### src/rtl/cnlc_pkg.sv
package cnlc_pkg;

  // Input value and converter geometry
  localparam int VALUE_W        = 63;
  localparam int PAD_W          = 64;
  localparam int BITS_PER_STAGE = 4;
  localparam int CONV_STAGES    = PAD_W / BITS_PER_STAGE;
  localparam int BCD_DIGITS     = 19;
  localparam int BCD_W          = 4 * BCD_DIGITS;

  // Longest number accepted, in decimal digits (13..19)
  localparam int MAX_DIGITS     = 19;

  // Result field widths
  localparam int CLASS_W = 2;
  localparam int COUNT_W = 5;
  localparam int PAIR_W  = 7;
  localparam int IN_TDATA_W  = 64;
  localparam int OUT_TDATA_W = 16;

  typedef enum logic [CLASS_W-1:0] {
    CLASS_INVALID    = 2'd0,
    CLASS_FIFTEEN_3X = 2'd1,
    CLASS_SIXTEEN_5X = 2'd2,
    CLASS_LEADING_4  = 2'd3
  } card_class_e;

  // One double-dabble step: add 3 to digits of 5 and up, then shift in a bit
  function automatic logic [BCD_W-1:0] dd_step(input logic [BCD_W-1:0] bcd,
                                               input logic bit_in);
    logic [BCD_W-1:0] adj;
    adj = bcd;
    for (int d = 0; d < BCD_DIGITS; d++) begin
      if (bcd[4*d +: 4] >= 4'd5) begin
        adj[4*d +: 4] = bcd[4*d +: 4] + 4'd3;
      end
    end
    return {adj[BCD_W-2:0], bit_in};
  endfunction

  // Digit sum of twice the digit
  function automatic logic [3:0] dbl_digit(input logic [3:0] d);
    logic [3:0] r;
    case (d)
      4'd0:    r = 4'd0;
      4'd1:    r = 4'd2;
      4'd2:    r = 4'd4;
      4'd3:    r = 4'd6;
      4'd4:    r = 4'd8;
      4'd5:    r = 4'd1;
      4'd6:    r = 4'd3;
      4'd7:    r = 4'd5;
      4'd8:    r = 4'd7;
      4'd9:    r = 4'd9;
      default: r = 4'd0;
    endcase
    return r;
  endfunction

  // True when s is a multiple of ten; s stays below 320
  function automatic logic mod10_zero(input logic [7:0] s);
    logic [8:0] r;
    r = {1'b0, s};
    if (r >= 9'd160) r = r - 9'd160;
    if (r >= 9'd80)  r = r - 9'd80;
    if (r >= 9'd40)  r = r - 9'd40;
    if (r >= 9'd20)  r = r - 9'd20;
    if (r >= 9'd10)  r = r - 9'd10;
    return (r == 9'd0);
  endfunction

endpackage

### src/rtl/card_number_luhn_classifier_core.sv
// Channel   Dir  tdata fields (low bit up)                            Size
// s_axis    in   card_value[62:0], zero pad[63]                       64
// m_axis    out  card_class[1:0], luhn_pass[2], digit_count[7:3],     16
//                leading_pair[14:8], zero pad[15]
//
// One word accepted per cycle while m_axis does not stall; each result passes
// through 19 register stages: input register, 16 conversion stages of 4
// double-dabble steps, digit scan stage, check/classify output register.
// Reset clears every valid bit; payload registers are not reset.
// A stall on m_axis freezes the whole pipeline and drops s_axis_tready_o.
module card_number_luhn_classifier_core
  import cnlc_pkg::*;
(
  input  logic                   clk_i,
  input  logic                   rst_ni,
  input  logic                   s_axis_tvalid_i,
  output logic                   s_axis_tready_o,
  input  logic [IN_TDATA_W-1:0]  s_axis_tdata_i,   // card_value[62:0], pad[63]
  output logic                   m_axis_tvalid_o,
  input  logic                   m_axis_tready_i,
  output logic [OUT_TDATA_W-1:0] m_axis_tdata_o    // class, pass, count, pair, pad
);

  // Pipeline advance: everything moves unless the output word is stuck
  logic adv;
  logic out_valid_q;
  assign adv             = !out_valid_q || m_axis_tready_i;
  assign s_axis_tready_o = adv;

  // Conversion stages: stage 0 is the input register
  logic             cv_valid_q [0:CONV_STAGES];
  logic [PAD_W-1:0] cv_bin_q   [0:CONV_STAGES];
  logic [BCD_W-1:0] cv_bcd_q   [0:CONV_STAGES];

  always_ff @(posedge clk_i or negedge rst_ni) begin
    if (!rst_ni) begin
      cv_valid_q[0] <= 1'b0;
    end else if (adv) begin
      cv_valid_q[0] <= s_axis_tvalid_i;
    end
  end

  always_ff @(posedge clk_i) begin
    if (adv) begin
      cv_bin_q[0] <= {{(PAD_W-VALUE_W){1'b0}}, s_axis_tdata_i[VALUE_W-1:0]};
      cv_bcd_q[0] <= '0;
    end
  end

  for (genvar k = 1; k <= CONV_STAGES; k++) begin : g_conv
    logic [PAD_W-1:0] bin_d;
    logic [BCD_W-1:0] bcd_d;

    // Four shift-and-adjust steps, MSB first
    always_comb begin
      bin_d = cv_bin_q[k-1];
      bcd_d = cv_bcd_q[k-1];
      for (int s = 0; s < BITS_PER_STAGE; s++) begin
        bcd_d = dd_step(bcd_d, bin_d[PAD_W-1]);
        bin_d = {bin_d[PAD_W-2:0], 1'b0};
      end
    end

    always_ff @(posedge clk_i or negedge rst_ni) begin
      if (!rst_ni) begin
        cv_valid_q[k] <= 1'b0;
      end else if (adv) begin
        cv_valid_q[k] <= cv_valid_q[k-1];
      end
    end

    always_ff @(posedge clk_i) begin
      if (adv) begin
        cv_bin_q[k] <= bin_d;
        cv_bcd_q[k] <= bcd_d;
      end
    end
  end

  // Digit scan: count, leading digits, split Luhn sums
  logic [BCD_W-1:0]   dig;
  logic [COUNT_W-1:0] cnt_d;
  logic [3:0]         first_d, second_d;
  logic [6:0]         even_d, odd_d;

  assign dig = cv_bcd_q[CONV_STAGES];

  always_comb begin
    cnt_d    = COUNT_W'(1);
    first_d  = dig[3:0];
    second_d = 4'd0;
    even_d   = '0;
    odd_d    = '0;
    for (int d = 0; d < BCD_DIGITS; d++) begin
      if (dig[4*d +: 4] != 4'd0) begin
        cnt_d   = COUNT_W'(d + 1);
        first_d = dig[4*d +: 4];
        if (d > 0) begin
          second_d = dig[4*(d-1) +: 4];
        end
      end
      if ((d % 2) == 1) begin
        odd_d = odd_d + 7'(dbl_digit(dig[4*d +: 4]));
      end else begin
        even_d = even_d + 7'(dig[4*d +: 4]);
      end
    end
  end

  logic               sc_valid_q;
  logic [COUNT_W-1:0] sc_cnt_q;
  logic [3:0]         sc_first_q, sc_second_q;
  logic [6:0]         sc_even_q, sc_odd_q;

  always_ff @(posedge clk_i or negedge rst_ni) begin
    if (!rst_ni) begin
      sc_valid_q <= 1'b0;
    end else if (adv) begin
      sc_valid_q <= cv_valid_q[CONV_STAGES];
    end
  end

  always_ff @(posedge clk_i) begin
    if (adv) begin
      sc_cnt_q    <= cnt_d;
      sc_first_q  <= first_d;
      sc_second_q <= second_d;
      sc_even_q   <= even_d;
      sc_odd_q    <= odd_d;
    end
  end

  // Luhn check and class decision
  logic [7:0]         sum;
  logic               pass_raw;
  logic [PAIR_W-1:0]  pair_raw;
  logic               too_long;
  card_class_e        class_d;
  logic               pass_d;
  logic [COUNT_W-1:0] count_d;
  logic [PAIR_W-1:0]  pair_d;

  assign sum      = {1'b0, sc_even_q} + {1'b0, sc_odd_q};
  assign pass_raw = mod10_zero(sum);
  assign too_long = (sc_cnt_q > COUNT_W'(MAX_DIGITS));

  always_comb begin
    if (sc_cnt_q >= COUNT_W'(2)) begin
      pair_raw = {sc_first_q, 3'b000} + {2'b00, sc_first_q, 1'b0}
               + {3'b000, sc_second_q};
    end else begin
      pair_raw = {3'b000, sc_first_q};
    end
  end

  always_comb begin
    class_d = CLASS_INVALID;
    pass_d  = pass_raw;
    count_d = sc_cnt_q;
    pair_d  = pair_raw;
    if (too_long) begin
      pass_d  = 1'b0;
      count_d = COUNT_W'(MAX_DIGITS);
      pair_d  = '0;
    end else if (pass_raw) begin
      if (sc_cnt_q == COUNT_W'(15) &&
          (pair_raw == PAIR_W'(34) || pair_raw == PAIR_W'(37))) begin
        class_d = CLASS_FIFTEEN_3X;
      end else if (sc_cnt_q == COUNT_W'(16) &&
                   pair_raw >= PAIR_W'(51) && pair_raw <= PAIR_W'(55)) begin
        class_d = CLASS_SIXTEEN_5X;
      end else if ((sc_cnt_q == COUNT_W'(16) || sc_cnt_q == COUNT_W'(13)) &&
                   sc_first_q == 4'd4) begin
        class_d = CLASS_LEADING_4;
      end
    end
  end

  // Output register
  card_class_e        class_q;
  logic               pass_q;
  logic [COUNT_W-1:0] count_q;
  logic [PAIR_W-1:0]  pair_q;

  always_ff @(posedge clk_i or negedge rst_ni) begin
    if (!rst_ni) begin
      out_valid_q <= 1'b0;
    end else if (adv) begin
      out_valid_q <= sc_valid_q;
    end
  end

  always_ff @(posedge clk_i) begin
    if (adv) begin
      class_q <= class_d;
      pass_q  <= pass_d;
      count_q <= count_d;
      pair_q  <= pair_d;
    end
  end

  assign m_axis_tvalid_o = out_valid_q;
  assign m_axis_tdata_o  = {1'b0, pair_q, count_q, pass_q, class_q};

endmodule

### config.mk
export PLATFORM = sky130hd
export DESIGN_NAME = card_number_luhn_classifier_core
export DESIGN_NICKNAME = d
export VERILOG_FILES = /design/src/rtl/cnlc_pkg.sv /design/src/rtl/card_number_luhn_classifier_core.sv
export SDC_FILE = /design/constraint.sdc
export NUM_CORES = 2
export LEC_CHECK = 0
export CAP_MARGIN = 20
export CORE_ASPECT_RATIO = 1.2
export CORE_UTILIZATION = 55
export CTS_BUF_LIST = sky130_fd_sc_hd__clkbuf_8
export DETAILED_ROUTE_END_ITERATION = 10
export DONT_BUFFER_PORTS = 1
export PLACE_DENSITY = 0.73
export RECOVER_POWER = 50
export SLEW_MARGIN = 20
export SYNTH_ARGS = -nofsm -noshare
export SYNTH_HDL_FRONTEND = slang
export SYNTH_SLANG_ARGS = --single-unit
### constraint.sdc
create_clock -name clk_i -period 52.9 [get_ports clk_i]
set_input_delay 10.58 -clock clk_i [delete_from_list [all_inputs] [get_ports clk_i]]
set_output_delay 10.58 -clock clk_i [all_outputs]
set_load 0.02 [all_outputs]
==> flow_metrics.py <==
metrics = {
    "clock_network": {
        "clockBufferDepth": 3,
        "cts_tree": "done",
        "clkSinkCount": 1288,
        "cts_root_buf": "clkbuf_8",
        "clk_pin_slew_ps": 60,
        "clock_latency_ps": 1010,
        "ctsHoldBuffers": 0,
        "postCtsResizedCells": 0,
        "htreeDepth": 4,
        "numCtsBuffers": 213,
        "cts_setup_buffers": 0,
    },
    "floorplanning": {
        "die_h_um": 478,
        "dieArea_sq_mm": 0.191,
        "die_w_um": 399,
        "pin_count": 86,
        "coreArea_sq_mm": 0.187,
        "start_util_pct": 55.4,
        "rows": 174,
    },
    "synth": {
        "synthArstFlopShare_pct": 1.48,
        "yosys.cell_types.count": 78,
        "syn_inst": 10666,
        "yosysMostFrequentCell": "ha_1",
        "yosysTopAreaCell": "edfxtp_1",
        "synth_edf_count": 1269,
        "ys_seq_area_share_pct": 37.2,
        "yosys-top-cells-count": "ha_1 (1,308), edfxtp_1 (1,269), inv_1 (1,152)",
        "ys.flop_type": "edfxtp_1",
        "ys_top_cells_by_area": "edfxtp_1 (37%), ha_1 (16%), mux2i_1 (5.3%), xnor2_1 (5.2%), a21oi_1 (4.5%)",
        "yosysTopAreaCellShare_pct": 36.7,
        "synth_fp_nets": 12100,
        "netlist_area_sq_mm": 0.104,
        "postSynthAreaPerCell_sq_um": 9.73,
        "yosysWarnings": 0,
        "ys_ff_latch": 1288,
    },
    "setup_path": {
        "crit_chain": "nor2b_1, clkinvlp_2",
        "r2r_start": "m_axis_tvalid_o",
        "rr_endpoint": "cv_bcd_q[0][1259]",
        "worst_path_max_delay_cell": "clkinvlp_2",
        "cp_max_fo": 88,
        "startpoint_type": "input pin",
        "critPathCaptureType": "output port",
        "rr_worst_depth": 7,
        "critPathTopFamily": "buffers and inverters",
        "arrival_ps": 13860,
        "cp.required_ps": 42320,
        "r2r_slack_ps": 45100,
        "path_class": "input pin to output port",
        "path_buf_inv": 1,
        "max_stage_delay_ps": 3110,
    },
    "global_route": {
        "grt_start_max_net_pins": 181,
        "grt_usage_pct": 19.0,
        "antenna_found_initial": 1,
        "grt_first_pass_wirelength_um": 315000,
        "grt-ovfl-total": 0,
        "grt_pass1_vias": 75597,
    },
    "worst_hold_path": {
        "hold_start": "cv_bin_q[0][442]",
        "worst_hold_path.endpoint": "cv_bin_q[0][510]",
        "holdPathStages": 0,
        "hold_class": "flop to flop",
    },
    "timing": {
        "slew_headroom_pct": -181,
        "period_minus_slack_ps": 24440,
        "slew_violations": 87,
        "clock_skew_ps": 86.5,
        "fin_crit_sh_pct": 46.2,
        "setup_viol": 0,
        "rsz0062_at_grt": "no",
        "fmaxAchievable_mhz": 40.9,
        "hold_violations": 0,
        "tightest_slew_ps": 4200,
        "fin_setup_tns_ps": 0,
    },
    "detailed_routing": {
        "drc": 0,
        "viasPerCell": 5.47,
        "wl_per_cell_um": 13.5,
        "wl_um": 182000,
        "drtIter0Drc": 2692,
        "vias": 73828,
        "dr.pass1.iters": 8,
        "ant_nets": 0,
    },
    "run_status": {
        "outcome": "complete, but fails checks",
        "violations": "max-capacitance violations, max-slew violations",
    },
    "placement": {
        "port_buffers": 0,
        "gp_congestion": 0.847,
        "dp_hpwl_um": 139000,
    },
    "final_layout": {
        "n_fill_cell": 15216,
        "syn_to_final_growth_pct": 6.93,
        "nNetsFinal": 12291,
        "drive_gt1_share_pct": 6.48,
    },
    "run": {
        "maxCapViolations": 1,
    },
}
==> per-stage QoR <==
stage                     setup slack (ps)  hold slack [ps]  util [%]  cell area, sq um  instances
final                                28460              390      59.2            111000      13496
after global routing                 27980              408      59.2            111000      13496
after CTS                            31170              392      59.2            111000      13495
after detailed placement             31170              405      57.0            107000      13106
after global placement               31200              400      57.0            107000      13106
after floorplan                       7040              400         -            104000      10666
==> sequential cells by signal, summed over array words and instances (netlist names) <==
register         cells
cv_bcd_q           684
cv_bin_q           543
cv_valid_q          17
pair_q               7
sc_even_q            7
sc_odd_q             7
count_q              5
sc_cnt_q             5
sc_first_q           4
sc_second_q          4
class_q              2
m_axis_tvalid_o      1
pass_q               1
sc_valid_q           1
==> layer usage <==
metal | global-route usage, % | wire, um
met1 | 18.2 | 69400
met2 | 39.7 | 103000
met3 | 2.65 | 4310
met4 | 6.47 | 4310
met5 | 0 | 0
==> placed cells by master (no fill, tap or decap), types with 66 or more instances in the layout <==
cell type,n
ha_1,1308
edfxtp_1,1269
inv_1,1212
a21oi_1,933
o21ai_0,925
nor2_1,906
xnor2_1,611
nand2_1,601
mux2i_1,547
nor2b_1,428
mux2_2,389
nand2b_1,271
nor3b_1,232
clkbuf_8,218
o21a_1,142
nand3b_1,129
nor3_1,119
nand3_1,79
a21o_1,66
==> kinds of logic after synthesis <==
family / synth area share, %
multiplexers: 9.53
AO/OA/AOI/OAI: 12.5
AND/OR/NAND/NOR: 14.1
other: 0.00361
adder cells (fa/ha/maj): 16.9
buffers and inverters: 4.36
flip-flops: 37.2
XOR/XNOR: 5.41
==> how the worst max path moves through the flow <==
stage / from / endpoint / cells past startpoint
after floorplan: m_axis_tready_i / s_axis_tready_o / 3
after global placement: m_axis_tready_i / s_axis_tready_o / 2
after detailed placement: m_axis_tready_i / s_axis_tready_o / 2
after CTS: m_axis_tready_i / s_axis_tready_o / 2
after global routing: m_axis_tready_i / s_axis_tready_o / 2
final: m_axis_tready_i / s_axis_tready_o / 2
==> final cells by class <==
class	instances	area [sq um]	area share [%]
multi-input cells	8177	60700	54.7
flip-flops and latches	1288	38600	34.8
inverters	1154	4340	3.91
repair buffers	23	198	0.178
well taps	2464	3080	2.78
clock buffers	218	3000	2.70
diodes	1	2.50	0.00225
clock inverters	171	1090	0.986
Power is left out: the tool's default activity adds up to more than one toggle a clock period on the data nets, which glitch-free logic cannot reach.
